## src/sv/priority_ready_queue_scheduler_macros.svh

```systemverilog
// ----------------------------------------------------------------------------
// Assertion macros for the ready queue scheduler
// Both macros sample on i_clk and stay quiet while i_rst_n is low.
// ----------------------------------------------------------------------------
`ifndef PRIORITY_READY_QUEUE_SCHEDULER_MACROS_SVH
`define PRIORITY_READY_QUEUE_SCHEDULER_MACROS_SVH

// Consequent checked in the same cycle as the antecedent.
`define PRQ_ASSERT_NOW(name, ante, cons, msg) \
    name: assert property (@(posedge i_clk) disable iff (!i_rst_n) \
        (ante) |-> (cons)) else $error(msg);

// Consequent checked in the cycle after the antecedent.
`define PRQ_ASSERT_NXT(name, ante, cons, msg) \
    name: assert property (@(posedge i_clk) disable iff (!i_rst_n) \
        (ante) |=> (cons)) else $error(msg);

`endif

```

## src/sv/prq_pkg.sv

```systemverilog
// ----------------------------------------------------------------------------
// prq_pkg
// Shared sizes, operation codes and types for the ready queue scheduler.
// ----------------------------------------------------------------------------
`default_nettype none

package prq_pkg;

    localparam int THREADS    = 32;
    localparam int PRIORITIES = 16;
    localparam int TID_W      = $clog2(THREADS);
    localparam int PRI_W      = $clog2(PRIORITIES);

    typedef enum logic [1:0] {
        OP_PUT   = 2'd0,
        OP_GET   = 2'd1,
        OP_QUERY = 2'd2
    } t_op;

    // Lowest-numbered non-empty level and whether there is one at all
    typedef struct packed {
        logic             any;
        logic [PRI_W-1:0] idx;
    } t_level;

endpackage

`default_nettype wire

```

## src/sv/priority_ready_queue_scheduler.sv

```systemverilog
// ----------------------------------------------------------------------------
// priority_ready_queue_scheduler
// Ready queue with one linked FIFO per priority level and a non-empty bitmap.
// ----------------------------------------------------------------------------
// Usage:
//   Input channel (i_in_valid / o_in_ready) carries one word per kernel event:
//   operation (put, get, query), thread index and requested priority.
//   Output channel (o_out_valid / i_out_ready) returns one word per event:
//   status (1 when the event was ignored), the head of the lowest-numbered
//   non-empty level and a flag that any thread is ready.
//   An accepted event steps through states RD1, RD2 and LOAD, and no new
//   event is accepted until it has left LOAD. The states follow the chain of
//   dependent memory reads: the thread's link and priority, then the level's
//   tail, then the head of the winning level.
//   The output register holds a finished word while the next event runs;
//   if the receiver stalls, the event after that waits in its final cycle.
//   Reset (synchronous, active low) empties every level and clears all
//   queued flags; the link, priority, head and tail memories are not
//   cleared, since they are only read for queued threads and busy levels.
// ----------------------------------------------------------------------------
`default_nettype none
`include "priority_ready_queue_scheduler_macros.svh"

module priority_ready_queue_scheduler
    import prq_pkg::*;
(
    input  logic             i_clk,
    input  logic             i_rst_n,

    input  logic             i_in_valid,
    output logic             o_in_ready,
    input  logic [1:0]       i_operation,
    input  logic [TID_W-1:0] i_thread_id,
    input  logic [PRI_W-1:0] i_priority_req,

    output logic             o_out_valid,
    input  logic             i_out_ready,
    output logic             o_status,
    output logic [TID_W-1:0] o_ready_thread,
    output logic             o_ready_valid
);

    typedef enum logic [3:0] {
        S_IDLE = 4'b0001,
        S_RD1  = 4'b0010,
        S_RD2  = 4'b0100,
        S_LOAD = 4'b1000
    } t_state;

    t_state r_state, n_state;

    t_op              r_op;
    logic [TID_W-1:0] r_tid;
    logic [PRI_W-1:0] r_pri;
    logic [PRI_W-1:0] r_level;

    logic [THREADS-1:0]    r_queued;
    logic [PRIORITIES-1:0] r_nonempty, n_nonempty;
    logic                  r_status;
    logic                  r_any;
    logic                  r_fwd_hit;
    logic [TID_W-1:0]      r_fwd_data;

    logic             r_out_valid;
    logic             r_o_status;
    logic [TID_W-1:0] r_o_thread;
    logic             r_o_rvalid;

    // Memories and their registered read data
    logic [TID_W-1:0] mem_link [THREADS];
    logic [PRI_W-1:0] mem_prio [THREADS];
    logic [TID_W-1:0] mem_head [PRIORITIES];
    logic [TID_W-1:0] mem_tail [PRIORITIES];
    logic [TID_W-1:0] r_link_q;
    logic [PRI_W-1:0] r_prio_q;
    logic [TID_W-1:0] r_head_q;
    logic [TID_W-1:0] r_tail_q;

    logic             in_fire;
    logic             out_free;
    logic             do_load;
    logic [PRI_W-1:0] rd1_level;
    logic             is_queued;
    logic             act_put;
    logic             act_get;
    logic             ignored;

    logic             link_we;
    logic [TID_W-1:0] link_wa;
    logic [TID_W-1:0] link_wd;
    logic             head_we;
    logic [TID_W-1:0] head_wd;
    logic             tail_we;
    logic             prio_we;

    t_level           new_level;
    logic [TID_W-1:0] head_sel;

    assign o_in_ready = (r_state == S_IDLE);
    assign in_fire    = i_in_valid && o_in_ready;
    assign out_free   = !r_out_valid || i_out_ready;
    assign do_load    = (r_state == S_LOAD) && out_free;

    // A put addresses its requested level; a get uses the stored level
    assign rd1_level  = (r_op == OP_PUT) ? r_pri : r_prio_q;

    assign is_queued  = r_queued[r_tid];

    always_comb begin
        act_put = 1'b0;
        act_get = 1'b0;
        ignored = 1'b0;
        case (r_op)
            OP_PUT: begin
                act_put = !is_queued;
                ignored = is_queued;
            end
            OP_GET: begin
                act_get = is_queued;
                ignored = !is_queued;
            end
            default: begin
                ignored = 1'b0;
            end
        endcase
    end

    // Read-modify-write of the level, all in state S_RD2
    always_comb begin
        n_nonempty = r_nonempty;
        link_we    = 1'b0;
        link_wa    = r_tail_q;
        link_wd    = r_tid;
        head_we    = 1'b0;
        head_wd    = r_tid;
        tail_we    = 1'b0;
        prio_we    = 1'b0;
        if (r_state == S_RD2) begin
            if (act_put) begin
                if (r_nonempty[r_level]) begin
                    link_we = 1'b1;
                end else begin
                    head_we = 1'b1;
                end
                tail_we             = 1'b1;
                prio_we             = 1'b1;
                n_nonempty[r_level] = 1'b1;
            end else if (act_get) begin
                if (r_tail_q == r_tid) begin
                    n_nonempty[r_level] = 1'b0;
                end else begin
                    head_we = 1'b1;
                    head_wd = r_link_q;
                end
            end
        end
    end

    prq_level_enc u_level_enc (
        .i_bits  (n_nonempty),
        .o_level (new_level)
    );

    always_ff @(posedge i_clk) begin
        if (prio_we) begin
            mem_prio[r_tid] <= r_pri;
        end
        if (in_fire) begin
            r_prio_q <= mem_prio[i_thread_id];
        end
    end

    always_ff @(posedge i_clk) begin
        if (link_we) begin
            mem_link[link_wa] <= link_wd;
        end
        if (in_fire) begin
            r_link_q <= mem_link[i_thread_id];
        end
    end

    always_ff @(posedge i_clk) begin
        if (tail_we) begin
            mem_tail[r_level] <= r_tid;
        end
        if (r_state == S_RD1) begin
            r_tail_q <= mem_tail[rd1_level];
        end
    end

    always_ff @(posedge i_clk) begin
        if (head_we) begin
            mem_head[r_level] <= head_wd;
        end
        if (r_state == S_RD2) begin
            r_head_q <= mem_head[new_level.idx];
        end
    end

    // Payload registers along the event
    always_ff @(posedge i_clk) begin
        if (in_fire) begin
            r_op  <= t_op'(i_operation);
            r_tid <= i_thread_id;
            r_pri <= i_priority_req;
        end
        if (r_state == S_RD1) begin
            r_level <= rd1_level;
        end
        if (r_state == S_RD2) begin
            r_status   <= ignored;
            r_any      <= new_level.any;
            // Forward a head written in the same cycle it is read
            r_fwd_hit  <= head_we && (r_level == new_level.idx);
            r_fwd_data <= head_wd;
        end
    end

    assign head_sel = r_fwd_hit ? r_fwd_data : r_head_q;

    always_comb begin
        n_state = r_state;
        case (r_state)
            S_IDLE:  if (in_fire) n_state = S_RD1;
            S_RD1:   n_state = S_RD2;
            S_RD2:   n_state = S_LOAD;
            S_LOAD:  if (out_free) n_state = S_IDLE;
            default: n_state = S_IDLE;
        endcase
    end

    always_ff @(posedge i_clk) begin
        if (!i_rst_n) begin
            r_state    <= S_IDLE;
            r_queued   <= '0;
            r_nonempty <= '0;
        end else begin
            r_state    <= n_state;
            r_nonempty <= n_nonempty;
            if (r_state == S_RD2) begin
                if (act_put) begin
                    r_queued[r_tid] <= 1'b1;
                end else if (act_get) begin
                    r_queued[r_tid] <= 1'b0;
                end
            end
        end
    end

    always_ff @(posedge i_clk) begin
        if (!i_rst_n) begin
            r_out_valid <= 1'b0;
        end else if (do_load) begin
            r_out_valid <= 1'b1;
        end else if (i_out_ready) begin
            r_out_valid <= 1'b0;
        end
    end

    always_ff @(posedge i_clk) begin
        if (do_load) begin
            r_o_status <= r_status;
            r_o_thread <= r_any ? head_sel : '0;
            r_o_rvalid <= r_any;
        end
    end

    assign o_out_valid    = r_out_valid;
    assign o_status       = r_o_status;
    assign o_ready_thread = r_o_thread;
    assign o_ready_valid  = r_o_rvalid;

    `PRQ_ASSERT_NXT(a_accept_blocks, in_fire, !o_in_ready, "input taken again while busy")
    `PRQ_ASSERT_NXT(a_put_marks, (r_state == S_RD2) && act_put, r_queued[r_tid], "put not marked")
    `PRQ_ASSERT_NXT(a_load_valid, do_load, o_ready_valid == (|r_nonempty), "ready flag wrong")
    `PRQ_ASSERT_NOW(a_idle_thread, o_out_valid && !o_ready_valid, o_ready_thread == '0, "idle thread")

endmodule

`default_nettype wire

```

## src/sv/prq_level_enc.sv

```systemverilog
// ----------------------------------------------------------------------------
// prq_level_enc
// Priority encoder over the non-empty bitmap: picks the lowest set level.
// ----------------------------------------------------------------------------
`default_nettype none

module prq_level_enc
    import prq_pkg::*;
(
    input  logic [PRIORITIES-1:0] i_bits,
    output t_level                o_level
);

    // Scan from the top so the lowest set bit wins
    always_comb begin
        o_level = '0;
        for (int n = PRIORITIES - 1; n >= 0; n--) begin
            if (i_bits[n]) begin
                o_level.any = 1'b1;
                o_level.idx = PRI_W'(n);
            end
        end
    end

endmodule

`default_nettype wire

```

## config.mk

```make
export PLATFORM = sky130hd
export DESIGN_NAME = priority_ready_queue_scheduler
export DESIGN_NICKNAME = d
export VERILOG_FILES = /design/src/sv/prq_pkg.sv /design/src/sv/priority_ready_queue_scheduler.sv /design/src/sv/prq_level_enc.sv
export VERILOG_INCLUDE_DIRS = /design/src /design/src/sv
export SDC_FILE = /design/constraint.sdc
export NUM_CORES = 1
export LEC_CHECK = 0
export BUFFER_PORTS_ARGS = -buffer_cell sky130_fd_sc_hd__buf_2
export CORE_MARGIN = 5
export CORE_UTILIZATION = 60
export DETAILED_ROUTE_END_ITERATION = 12
export GPL_ROUTABILITY_DRIVEN = 0
export PLACE_DENSITY = 0.86
export SLEW_MARGIN = 10
export SYNTH_ARGS = -nofsm -noshare
export SYNTH_HDL_FRONTEND = slang
export SYNTH_SLANG_ARGS = --single-unit
```

## constraint.sdc

```tcl
create_clock -name i_clk -period 6 [get_ports i_clk]
set_input_delay 1.2 -clock i_clk [delete_from_list [all_inputs] [get_ports i_clk]]
set_output_delay 1.2 -clock i_clk [all_outputs]
set_load 0.01 [all_outputs]
```

; ---- Word level (Yosys, flattened, before mapping)
; Memories as Yosys holds them, arrays and structs flattened. A register that Yosys moved wholly into a read port is not among the register bits.
; Cells that the tools add are included.
[totals]
elab_cells = 112
input_bits = 15
output_inout_bits = 9
n_memories = 4
register_bits = 83
ramBits = 448
[mem_list]
columns = memory, depth, word_bits, read_ports, rd_clocked_by_memory_dff, write_ports, line
row1 = mem_link, 32, 5, 1, 1, 1, priority_ready_queue_scheduler.sv:70  ; logic [TID_W-1:0] mem_link [THREADS];
row2 = mem_prio, 32, 4, 1, 1, 1, priority_ready_queue_scheduler.sv:71  ; logic [PRI_W-1:0] mem_prio [THREADS];
row3 = mem_head, 16, 5, 1, 1, 1, priority_ready_queue_scheduler.sv:72  ; logic [TID_W-1:0] mem_head [PRIORITIES];
row4 = mem_tail, 16, 5, 1, 1, 1, priority_ready_queue_scheduler.sv:73  ; logic [TID_W-1:0] mem_tail [PRIORITIES];
[classes]
bitwise_logic = 6
n_eq_ne = 9
n_mux = 60
n_reduce_logical = 14
magnitude_cmp = 4
[op_table]
columns = operator, count
row1 = $mux 4, 18
row2 = $mux 16, 4
row3 = $mux 32, 2
row4 = $and 32x32->32, 1
row5 = $not 32->32, 1
row6 = $or 32x32->32, 1
row7 = $mux 5, 6
row8 = $mux 1, 24
row9 = $and 16x16->16, 1
row10 = $not 16->16, 1
row11 = $or 16x16->16, 1
row12 = $pmux 4 s4, 1
row13 = $reduce_or 15->1, 1
row14 = $lt 5x6->1 const B, 1
row15 = $bmux 1 s5, 1
row16 = $demux 1 s5, 1
row17 = $eq 5x5->1, 1
row18 = $ge 5x1->1 const B, 1
row19 = $logic_and 1x1->1, 5
row20 = $lt 4x5->1 const B, 1
row21 = $bmux 1 s4, 1
row22 = $demux 1 s4, 1
row23 = $eq 4x1->1 const B, 1
row24 = $eq 4x2->1 const B, 1
row25 = other kinds (13), 16

; ---- Logic depth before layout (Yosys ltp)
[logic_depth]
depth_word = 28
mapped_depth = 17
mapped_depth_nobuf = 12

; ---- By module
; From an unflattened synthesis, not the netlist that was laid out.
[unflattened]
hier_cells = 1331
hier_area_um2 = 22693.0
[by_module_without_submodules]
columns = mod, instances, area_each_um2, seq_area_each_um2, cells_per_inst
row1 = priority_ready_queue_scheduler, 1, 22517.8, 15985.3, 1297
row2 = prq_level_enc, 1, 175.2, 0.0, 34

; ---- Least setup slack after synthesis
; Ideal clock, no wire load.
[synth_timing]
kind = register to register
from = register r_tid[1] (netlist: link_wd[1])
to = register r_head_q[3], read port of mem_head (data pin)
stages_incl_launch_ff = 16
slack_ns = 1.489
period_less_slack_ns = 4.511
t_arrival_ns = 4.250
setup_time_ns = 0.261
t_required_ns = 5.739
path_buffers = 4
cell_sequence = edfxtp_1 buf_2 buf_6 mux2i_1 nor3_1 o41ai_2 nand4_1 buf_2 nor3_1 or3_4 and2_1 buf_6 o21ai_4 a2111oi_2 a2111oi_0 o2bb2a_1
[synth_via]
elab_chain_cells = 22
word_cells_on_any_way = 26
classes_between = eq/ne: 1 / mux: 24 / reduce/logical: 1
[synth_lines]
columns = element, line
row1 = start: declaration, priority_ready_queue_scheduler.sv:53  ; logic [TID_W-1:0] r_tid;
row2 = start signal: assignment, priority_ready_queue_scheduler.sv:204  ; r_tid <= i_thread_id;
row3 = $bmux 1 s5, priority_ready_queue_scheduler.sv:107  ; assign is_queued = r_queued[r_tid];
row4 = $mux 1 (implied by the code), priority_ready_queue_scheduler.sv:107
row5 = $mux 1 / $logic_not 1->1 (equally long branches), "priority_ready_queue_scheduler.sv:113, priority_ready_queue_scheduler.sv:115"
row6 = $mux 16 / $mux 1 (equally long branches), "priority_ready_queue_scheduler.sv:148, priority_ready_queue_scheduler.sv:113"
row7 = $mux 16 (*), priority_ready_queue_scheduler.sv:139  ; if (act_put) begin
row8 = $mux 16 (*), priority_ready_queue_scheduler.sv:138  ; if (r_state == S_RD2) begin
row9 = $mux 5, prq_level_enc.sv:18  ; if (i_bits[n]) begin
row10 = $mux 4 (14 in a row), prq_level_enc.sv:18
row11 = $mux 4 (*), prq_level_enc.sv:18
row12 = end: declaration, priority_ready_queue_scheduler.sv:76  ; logic [TID_W-1:0] r_head_q;
; Mark *: on every way between the ends. The rest lies on a longest branch, timed or not. The select of a mux whose other input is x is not followed.
; A chain may end at the register's enable or synchronous reset.

; ---- Final worst setup path
; Ends and elaborated chain as after synthesis.

==> impl_metrics.ini <==
[synth]
synth_nets = 1451
netlist_area_sq_um = 23000
synth_top_family_by_area = multiplexers
async_flop_share_pct = 0
yosys.area.top_type = edfxtp_1
yosysTopAreaCellShare_pct = 64.89
synth_compound_area_share_pct = 7.632
synth.most_common_cell = edfxtp_1
synth_edf_count = 497
synth_warnings = 0
synth-xor-area-share_pct = 0.3808
avgSynthCellArea_sq_um = 16.02
synth_top_flop_cell = edfxtp_1
yosys-top-cells-count = edfxtp_1 (497), nor2_1 (132), mux4_2 (100), nand2_1 (79), mux2i_1 (62)
synthMuxAreaShare_pct = 13.22
synthTopCellsByArea = edfxtp_1 (65%), mux4_2 (9.8%), dfxtp_1 (4.6%), mux2i_1 (2.7%), nor2_1 (2.2%)
yosys_register_bits = 550
synth_cells = 1436
synth-simple-area-share_pct = 7.023
ys_types = 73
yosysSeqAreaShare_pct = 69.50
synthAdderAreaFrac_pct = 0

[timing]
finalCriticalPeriod_ps = 5403
grt_setup_unrepaired = no
setup-tns-final_ps = 0
drv_slew = 0
slew_headroom_pct = 20.07
setup_ws_ps = 596.5
fmax_mhz = 185.1
skew_ps = 19.70
worst_slew_pin_slew_ps = 1199
setup_viol_count_final = 0
fin_crit_sh_pct = 90.06
hold_slack_ps = 450.4
hold_viol_final = 0

[clocking]
clockBufferDepth = 3
post_cts_buffers = 0
path_clk_slew_ps = 70
h-tree-depth = 2
insertion_delay_ps = 590
cts-hold-fix-buffers = 0
cts.sinks = 550
cts_tree = built
cts_resized = 0
cts_root_buf = clkbuf_16
numCtsBuffers = 51

[global_routing]
grt_overflow = 0
grt_pass1_vias = 13550
antenna_found_initial = 0
grt_pass1_wl_um = 80680
grt_usage_pct = 25.25
grt_max_degree = 56

[critical_path]
reg2regPathDepth = 13
crit_arrival_ps = 5730
worstReg2RegStart = link_wd[1]
crit_required_ps = 6330
start_kind = register
crit_type = register to register
cp_max_fo = 39
end_kind = register
rrSetupSlack_ps = 600
worstSetupStartpoint = link_wd[1]

[drt]
firstDrtPassIters = 6
route.detailed.drc = 0
met1_length_um = 18480
first_iter_violations = 1715
dr_total_vias = 13400
avgRoutedWirePerCell_um = 26.23
met2_length_um = 26600
ant_nets = 0
wl_met3_um = 4999
dr.max_layer_used = met4
viasPerCell = 6.695
drt_wl_total_um = 52490

[floorplanning]
fp-row-count = 71
ios = 24
die_w_um = 205.8
die_area_sq_um = 42350
start_util_pct = 60.92
die_h_um = 205.8
design.core.area_sq_um = 37760

[final_layout]
diodes = 0
drive_above_1_share_pct = 18.52
final_area_sq_um = 25440
fillers = 2310
synthToLayoutAreaGrowth_pct = 10.62
fin_nets = 1462

[place]
dp_slack_ps = 818.6
dpl.hpwl_um = 33140
io_buffers = 23
placed_area_sq_um = 23550

[power_and_ir_drop]
p_per_area_nw_per_um2 = 327.3
ir_drop_uv = 264.2
leakagePower_nw = 8.268

[worst_hold_path]
min_from = r_status
min_path_type = register to register
hold_depth = 0

[run]
cap_violations = 0

[outcome]
outcome = finished clean
## where the power goes
part | internal [mW] | switching, mW
logic | 0.180 | 0.297
registers | 4.22 | 0.0423
clock network | 2.17 | 1.42
## registers in the layout, summed over array words and instances, names as in the netlist, 2 cells and up, named ones only
register,flops
r_level,4
r_prio_q,4
mem_head,80
o_ready_thread,5
link_wd,5
r_head_q,5
mem_link,160
r_state,4
r_fwd_data,5
r_pri,4
link_wa,5
r_nonempty,16
mem_prio,128
mem_tail,80
r_link_q,5
r_op,2
## cells in the final DEF, fill, tap and decap left out, types with 8 or more instances in the layout
| cell | Yosys | layout |
|---|---|---|
| nor2b_1 | 22 | 22 |
| nand2_1 | 79 | 79 |
| edfxtp_1 | 497 | 497 |
| buf_4 | 0 | 21 |
| nand3b_1 | 9 | 9 |
| a21oi_1 | 16 | 16 |
| buf_2 | 9 | 22 |
| clkbuf_16 | 0 | 51 |
| mux4_2 | 100 | 100 |
| o211ai_1 | 22 | 22 |
| nand3_1 | 18 | 18 |
| and2_1 | 12 | 12 |
| nor3_1 | 16 | 16 |
| a211oi_1 | 9 | 9 |
| clkinv_2 | 0 | 10 |
| o21ai_0 | 46 | 46 |
| and3_1 | 14 | 14 |
| dfxtp_1 | 53 | 53 |
| o21a_1 | 53 | 53 |
| mux2_2 | 15 | 15 |
| mux2i_1 | 62 | 62 |
| bufinv_16 | 0 | 12 |
| o21ai_2 | 8 | 8 |
| nor2_1 | 132 | 132 |
| inv_1 | 32 | 32 |
| a31oi_1 | 19 | 19 |
## per-layer routing
metal	up-vias	global-route usage, %
met5	-	0
met4	0	9.886
met3	223	5.122
met2	901	43.04
met1	6612	32.29
li1	5660	-
## worst paths after layout
path,endpoint
worst max-delay path,r_head_q[3]
worst min-delay path,o_status
worst max register to register,r_head_q[3]
worst min register to register,o_status
## worst max-delay path: stages (launching register included)
cell	delay [ps]
edfxtp_1	770
buf_4	360
buf_4	410
xnor2_1	190
nand3_1	210
or3_1	670
o21ai_0	340
a21o_1	250
o221ai_2	230
and3b_1	800
nor3b_1	150
a2111oi_2	300
a2111oi_0	120
o2bb2a_1	320
## final cells by class
type / instances / area (sq um) / share of cell area, %
clock buffers: 62 / 1378 / 5.414
clock inverters: 34 / 515.5 / 2.026
multi-input cells: 766 / 6506 / 25.57
well taps: 511 / 639.4 / 2.513
repair buffers: 44 / 287.8 / 1.131
flip-flops and latches: 550 / 15990 / 62.82
inverters: 34 / 132.6 / 0.5212
## per-stage QoR
| stage | util (%) | power, mW | std cells |
|---|---|---|---|
| after global placement | 62.38 | 4.794 | 1905 |
| after global routing | 67.39 | 8.559 | 2001 |
| after floorplan | - | 4.662 | 1436 |
| after CTS | 67.39 | 8.348 | 2001 |
| final | 67.39 | 8.328 | 2001 |
| after detailed placement | 62.38 | 4.812 | 1905 |
## kinds of logic (layout without fill, tap and decap cells)
family / after synthesis / count (layout)
AND/OR/NAND/NOR: 339 / 339
AO/OA/AOI/OAI: 240 / 240
buffers and inverters: 120 / 174
flip-flops: 550 / 550
XOR/XNOR: 10 / 10
multiplexers: 177 / 177
Power figures use the tool's default switching activity.
